## src/rtl/core/rebs_pkg.sv

```systemverilog
`timescale 1ns / 1ps
package rebs_pkg;

  localparam int MAX_POINTS_DEF    = 1024;
  localparam int ANGLE_COUNT_DEF   = 18;
  localparam int BINS_PER_AXIS_DEF = 75;
  localparam int CODE_BITS_DEF     = 2700;

  localparam int COORD_W  = 12;
  localparam int EXT_W    = 14;
  localparam int TRIG_W   = 16;
  localparam int BIN_WIDTH = 10;
  localparam int WORD_W   = 64;
  localparam int WIDX_W   = 6;
  localparam int TRIG_ENTRIES = 36;

  typedef enum logic [1:0] {
    CMD_POINT  = 2'd0,
    CMD_END    = 2'd1,
    CMD_FINISH = 2'd2,
    CMD_NONE   = 2'd3
  } cmd_t;

  typedef enum logic [2:0] {
    ST_IDLE,
    ST_ROT,
    ST_BINS,
    ST_EMIT
  } state_t;

  function automatic logic signed [TRIG_W-1:0] cos_q14(input logic [5:0] k);
    logic signed [TRIG_W-1:0] v;
    unique case (k)
      6'd0: v = 16384;  6'd1: v = 16135;  6'd2: v = 15396;  6'd3: v = 14189;
      6'd4: v = 12551;  6'd5: v = 10531;  6'd6: v = 8192;   6'd7: v = 5604;
      6'd8: v = 2845;   6'd9: v = 0;      6'd10: v = -2845; 6'd11: v = -5604;
      6'd12: v = -8192; 6'd13: v = -10531; 6'd14: v = -12551; 6'd15: v = -14189;
      6'd16: v = -15396; 6'd17: v = -16135; 6'd18: v = -16384; 6'd19: v = -16135;
      6'd20: v = -15396; 6'd21: v = -14189; 6'd22: v = -12551; 6'd23: v = -10531;
      6'd24: v = -8192; 6'd25: v = -5604; 6'd26: v = -2845; 6'd27: v = 0;
      6'd28: v = 2845;  6'd29: v = 5604;  6'd30: v = 8192;  6'd31: v = 10531;
      6'd32: v = 12551; 6'd33: v = 14189; 6'd34: v = 15396; 6'd35: v = 16135;
      default: v = '0;
    endcase
    return v;
  endfunction

  function automatic logic signed [TRIG_W-1:0] sin_q14(input logic [5:0] k);
    logic [5:0] j;
    j = (k >= 6'd9) ? k - 6'd9 : k + 6'd27;
    return cos_q14(j);
  endfunction

endpackage

```

## src/rtl/core/rebs_rotator.sv

```systemverilog
`timescale 1ns / 1ps
module rebs_rotator (
  input  logic                              clk,
  input  logic                              en,
  input  logic signed [rebs_pkg::EXT_W-1:0] d_a,
  input  logic signed [rebs_pkg::EXT_W-1:0] d_b,
  input  logic signed [rebs_pkg::EXT_W-1:0] ctr,
  input  logic signed [rebs_pkg::TRIG_W-1:0] c,
  input  logic signed [rebs_pkg::TRIG_W-1:0] s,
  input  logic                              neg,
  output logic signed [rebs_pkg::EXT_W-1:0] r
);
  import rebs_pkg::*;

  // r = ctr + rnd((d_a*c -/+ d_b*s) / 2^14), one product pair registered
  logic signed [31:0] pa, pb;
  logic signed [EXT_W-1:0] ctr_q;
  logic neg_q;
  logic signed [32:0] sum;
  logic [32:0] mag;
  logic [18:0] q;

  always_ff @(posedge clk) begin
    if (en) begin
      pa    <= 32'(d_a) * 32'(c);
      pb    <= 32'(d_b) * 32'(s);
      ctr_q <= ctr;
      neg_q <= neg;
    end
  end

  always_comb begin
    sum = neg_q ? (33'(pa) - 33'(pb)) : (33'(pa) + 33'(pb));
    mag = sum[32] ? 33'(-sum) : sum;
    q   = 19'((mag + 33'd8192) >> 14);
    r   = sum[32] ? EXT_W'(ctr_q - $signed(EXT_W'(q))) : EXT_W'(ctr_q + $signed(EXT_W'(q)));
  end

endmodule

```

## config.mk

```make
export PLATFORM = sky130hd
export DESIGN_NAME = rebs_rotator
export DESIGN_NICKNAME = d
export VERILOG_FILES = /design/src/rtl/core/rebs_pkg.sv /design/src/rtl/core/rebs_rotator.sv
export SDC_FILE = /design/constraint.sdc
export NUM_CORES = 1
export LEC_CHECK = 0
export ABC_CLOCK_PERIOD_IN_PS = 10650
export BUFFER_PORTS_ARGS = -buffer_cell sky130_fd_sc_hd__buf_2
export CORE_ASPECT_RATIO = 2
export CORE_MARGIN = 4
export CORE_UTILIZATION = 40
export DETAILED_ROUTE_END_ITERATION = 10
export PLACE_DENSITY = 0.68
export RECOVER_POWER = 25
export SLEW_MARGIN = 20
export SYNTH_ARGS = -nofsm -noshare
export SYNTH_HDL_FRONTEND = slang
export SYNTH_SLANG_ARGS = --single-unit
```

## constraint.sdc

```tcl
create_clock -name clk -period 10.65 [get_ports clk]
set_input_delay 1.065 -clock clk [delete_from_list [all_inputs] [get_ports clk]]
set_output_delay 1.065 -clock clk [all_outputs]
set_load 0.02 [all_outputs]
```

==> key figures, run 1 <==
Run status
  • Status: finished with violations
  • Failing checks: max-capacitance violations, max-slew violations

Placed design
  • Routability cong.: 0.893
  • HPWL after DPL: 46,500 um
  • I/O Buffers: 90

Routing
  • DRT Pass-1 Iters: 5
  • Via count: 16,700
  • Routed wire length: 54,300 um
  • Vias/cell: 5.27
  • Wirelength per Cell: 17.1 um
  • DRC: 0
  • Post-route ant nets: 0
  • First-iteration detailed-routing DRC count: 701

Clock network
  • H-Tree Depth: 3
  • Post-CTS Setup Inserts: 0
  • Clock Tree Buf Depth: 2
  • Post_cts resized: 0
  • Inserted Clock Buffers: 9
  • Clk sinks: 75
  • Quantity of hold-fixing buffers added after cts: 0
  • CTS tree: yes
  • Root Buffer: clkbuf_16
  • Worst-path clk slew: 0.06 ns

Critical path
  • Worst path most repeated cell: xnor2_1
  • Worst path arrival time: 8.75 ns
  • Critical Path RT: 9.59 ns
  • Worst setup path start: pb[1]$_DFFE_PP_
  • Worst Setup Start Kind: flop
  • Largest stage delay on the critical path: 0.49 ns
  • Critical path type: reg -> out
  • Slowest CP cell: nor3b_1
  • Crit end category: output pin
  • Largest fanout on the critical path: 11

Die
  • Initial Util: 40.4%
  • Core ar.: 0.0554 mm2
  • IO Pins: 91
  • Die Y: 343 um
  • Row count: 122
  • Die W: 175 um
  • Die ar.: 0.0601 mm2

Global route
  • Largest net degree at the start of global routing: 76
  • Global-route wire length before repair: 91,800 um
  • Congestion Overflow GR: 0
  • Antenna violations before repair: 1
  • Number of global-route vias before repair: 19,000
  • Gr usage total: 18.8%

Yosys
  • Post-synth top area cell: fa_1
  • Area contributors post-synth: fa_1 39%, ha_1 10%, edfxtp_1 10%, inv_1 7.4%, and2_1 5.2%
  • Yosys top cell area share: 39.3%
  • Register area share after synthesis: 10.1%
  • Most instantiated cells after synthesis: 440 x fa_1, 440 x inv_1, 284 x nand2_1, 188 x ha_1, 187 x and2_1
  • Syn Std Cell Area: 0.0224 mm2
  • Synth unique cells: 83
  • Mapped Cells: 2,397
  • Synth warnings: 0
  • #FFs+latches synth: 75
  • EDFF count, synth: 75
  • Mapped Avg Cell Area: 9.35 um2
  • Post-Synthesis Net Count: 3,102
  • Ys flop type: edfxtp_1
  • Asr flop ratio synth: 0%

Hold path
  • Hold path cells: 1
  • Hold endpoint: ctr_q[12]$_DFFE_PP_
  • Hold_sp: ctr[12]
  • Hold Path Class: in -> reg

Layout
  • Final #Nets: 3,132
  • Area growth from synthesis to layout: 6.43%
  • Layout cells sized above 1: 5.72%
  • Layout Utilization: 43.0%

STA
  • Setup TNS: 0 ns
  • Final Hold Vio Count: 0
  • Slew headroom: -160%
  • Worst slew pin tran: 3.91 ns
  • Tcrit/Tclk final: 92.1%
  • # setup viols final: 0
  • FMAX: 0.102 GHz
  • Fin. max-slew vios: 76
  • Fin crit period: 9.81 ns

Run
  • Max_cap viols: 1
## registers in the layout, indices dropped and copies added, names as in the netlist
register,count
ctr_q,14
neg_q,1
pa,30
pb,30
## worst max-delay path: cells and delay by family (launching register included)
family,cells,cell delay (ns)
DFF,1,0.43
adders and majority gates,4,1.13
and+or+nand+nor,13,3.45
xor gates and xnor gates,7,1.07
buffers and inverters,2,0.26
AOI/OAI and AO/OA,11,2.05
## kinds of logic (layout without fill, tap and decap cells)
logic type / Yosys count / after routing / synth area share, %
and+or+nand+nor: 756 / 757 / 17.1
AOI/OAI and AO/OA: 264 / 264 / 8.06
buffers and inverters: 515 / 549 / 8.70
muxes: 9 / 9 / 0.402
other: 0 / 1 / 0
adders and majority gates: 629 / 629 / 49.8
DFF: 75 / 75 / 10.1
xor gates and xnor gates: 149 / 149 / 5.86
## worst max-delay path by stage
stage	end	slack, ns	cells past startpoint
floorplan	r[13]	1.44	38
global placement	r[13]	0.90	40
detailed placement	r[13]	0.79	40
CTS	r[13]	0.31	40
global route	r[13]	-0.03	40
finish	r[13]	0.84	37
## per-stage QoR
| step | setup WS [ns] | std cells | hold slack [ns] | cell area, um2 |
|---|---|---|---|---|
| floorplan | 1.44 | 2397 | 1.16 | 22400 |
| global placement | 0.896 | 3159 | 1.24 | 23500 |
| detailed placement | 0.786 | 3159 | 1.24 | 23500 |
| CTS | 0.310 | 3175 | 0.866 | 23800 |
| global route | -0.0283 | 3177 | 0.870 | 23900 |
| finish | 0.838 | 3177 | 0.882 | 23900 |
## cell type report
type	instances	area, um2
antenna	1	2.50
clock buffer	9	225
clock inverter	7	81.3
fill	5333	31600
inverter	440	1650
multi-input combinational	1808	18200
sequential	75	2250
tap	744	931
timing repair buffer	93	469
## placed cells by master (no fill, tap or decap), types with 40 or more instances in the layout
cell type,Yosys,layout
ha_1,188,187
and2_1,187,185
xnor2_1,119,119
buf_2,2,87
o21ai_0,41,40
inv_1,440,440
edfxtp_1,75,75
nand2_1,284,284
fa_1,440,440
a21oi_1,84,84
nor2_1,98,98
## metal layers
layer | global-route usage (%) | wire (um)
met3 | 1.65 | 1810
met4 | 10.6 | 3470
met5 | 0 | 0
met2 | 37.6 | 31000
met1 | 18.6 | 18000
Power of run 1 is not shown: default switching activity piles up to over one toggle a cycle in this logic, so the estimate is an artifact.
==> run 2, diff against run 1 <==
--- a/config.mk
+++ b/config.mk
@@ -6,11 +6,12 @@
 export NUM_CORES = 1
 export LEC_CHECK = 0
 export ABC_CLOCK_PERIOD_IN_PS = 10650
-export BUFFER_PORTS_ARGS = -buffer_cell sky130_fd_sc_hd__buf_2
+export BUFFER_PORTS_ARGS = -buffer_cell sky130_fd_sc_hd__clkbuf_2
 export CORE_ASPECT_RATIO = 2
 export CORE_MARGIN = 4
 export CORE_UTILIZATION = 40
 export DETAILED_ROUTE_END_ITERATION = 10
+export MAX_ROUTING_LAYER = met4
 export PLACE_DENSITY = 0.68
 export RECOVER_POWER = 25
 export SLEW_MARGIN = 20
==> key figures, run 2 (same netlist as run 1, synthesis figures left out) <==
Run status
  • Status: finished with violations
  • Failing checks: max-capacitance violations, max-slew violations

Global route
  • Congestion Overflow GR: 0
  • Gr usage total: 19.2%
  • Global-route wire length before repair: 91,300 um
  • Antenna violations before repair: 1
  • Number of global-route vias before repair: 18,800
  • Largest net degree at the start of global routing: 76

Die
  • Initial Util: 40.4%
  • IO Pins: 91
  • Die ar.: 0.0601 mm2
  • Row count: 122
  • Core ar.: 0.0554 mm2
  • Die Y: 343 um
  • Die W: 175 um

Layout
  • Area growth from synthesis to layout: 6.48%
  • Layout cells sized above 1: 5.75%
  • Top flop regs: pa x30, pb x30, ctr_q x14
  • Final #Nets: 3,133
  • Final std cells w/o fill: 3,178
  • Commonest non-fill, non-tap cells in the layout: 440 x inv_1, 440 x fa_1, 284 x nand2_1

Critical path
  • Critical path type: reg -> out
  • Worst Setup Start Kind: flop
  • Worst path most repeated cell: xnor2_1
  • Worst path arrival time: 8.75 ns
  • Crit end category: output pin
  • Critical Path RT: 9.59 ns
  • Slowest CP cell: or4_1
  • Largest stage delay on the critical path: 0.57 ns
  • Largest fanout on the critical path: 11

Routing
  • DRT Pass-1 Iters: 5
  • Routed wire length: 53,700 um
  • Vias/cell: 5.22
  • Via count: 16,600
  • Wirelength per Cell: 16.9 um
  • First-iteration detailed-routing DRC count: 542
  • Post-route ant nets: 0
  • DRC: 0

STA
  • Tcrit/Tclk final: 92.2%
  • # setup viols final: 0
  • Fin. max-slew vios: 76
  • Fin crit period: 9.82 ns
  • Final Hold Vio Count: 0
  • Worst slew pin tran: 3.89 ns
  • FMAX: 0.102 GHz
  • RSZ-0062 raised after global routing: no
  • Setup WS post-layout: 0.830 ns
  • Setup TNS: 0 ns
  • Slew headroom: -159%

Clock network
  • Root Buffer: clkbuf_16
  • H-Tree Depth: 3
  • CTS tree: yes
  • Clock Tree Buf Depth: 2
  • Inserted Clock Buffers: 9
  • Clk sinks: 75
  • Quantity of hold-fixing buffers added after cts: 0
  • Worst-path clk slew: 0.06 ns

Hold path
  • Hold endpoint: ctr_q[11]$_DFFE_PP_
  • Hold_sp: ctr[11]
  • Hold path cells: 1
  • Hold Path Class: in -> reg

Placed design
  • Routability cong.: 0.906
  • Pre-CTS worst setup slack: 0.527 ns
  • I/O Buffers: 90
  • HPWL after DPL: 46,200 um
  • Placed Cells: 3,159

Run
  • Max_cap viols: 1
==> run 2: cell count changes in the layout (fill, tap and decap cells not counted) <==
cell	delta
clkbuf_2	+86
buf_2	-87
clkbuf_1	+1
buf_4	+1
nor3b_2	+1
nor3b_1	-1
==> run 2: how the worst max path moves through the flow <==
stage	slack (ns)	from	endpoint
final	0.83	pb[1]$_DFFE_PP_	r[13]
after global routing	0.006	pb[0]$_DFFE_PP_	r[13]
after CTS	0.1	pb[0]$_DFFE_PP_	r[13]
after detailed placement	0.53	pb[0]$_DFFE_PP_	r[13]
after global placement	0.83	pb[1]$_DFFE_PP_	r[13]
after floorplan	1.44	pb[1]$_DFFE_PP_	r[13]
==> run 2: what timing repair did <==
action | 4_1_cts | 5_1_grt
gates resized for setup | 0 | 6
buffers inserted | 0 | 1
setup endpoints to repair | 0 | 3
==> run 2: stage by stage <==
step	cell area [um2]	hold WS [ns]	utilization, %
floorplan	22400	1.16	-
global placement	23500	1.24	42.4
detailed placement	23500	1.24	42.4
CTS	23800	0.855	43.0
global route	23900	0.868	43.1
finish	23900	0.881	43.1
==> run 2: layout make-up <==
type	count	area (um2)
Multi-Input combinational cell	1808	18200
Clock buffer	9	225
Tap cell	744	931
Inverter	440	1650
Fill cell	5386	31500
Antenna cell	1	2.50
Timing Repair Buffer	94	475
Clock inverter	7	81.3
Sequential cell	75	2250
==> run 2: critical path, delay by kind of cell (launching register included) <==
family | cells | cell delay (ns)
compound gates | 10 | 1.87
simple gates | 17 | 3.72
buf+inv | 3 | 0.52
xor+xnor | 7 | 1.00
fa+ha+maj | 3 | 0.84
flops | 1 | 0.43
==> run 2: metal layers <==
metal	global-route usage, %	vias to the layer above	wire [um]
li1	-	7614	-
met1	18.8	8383	18000
met2	37.4	421	30900
met3	1.34	178	1650
met4	10.2	0	3200
met5	-	-	0
Power of run 2 is left out for the same reason.
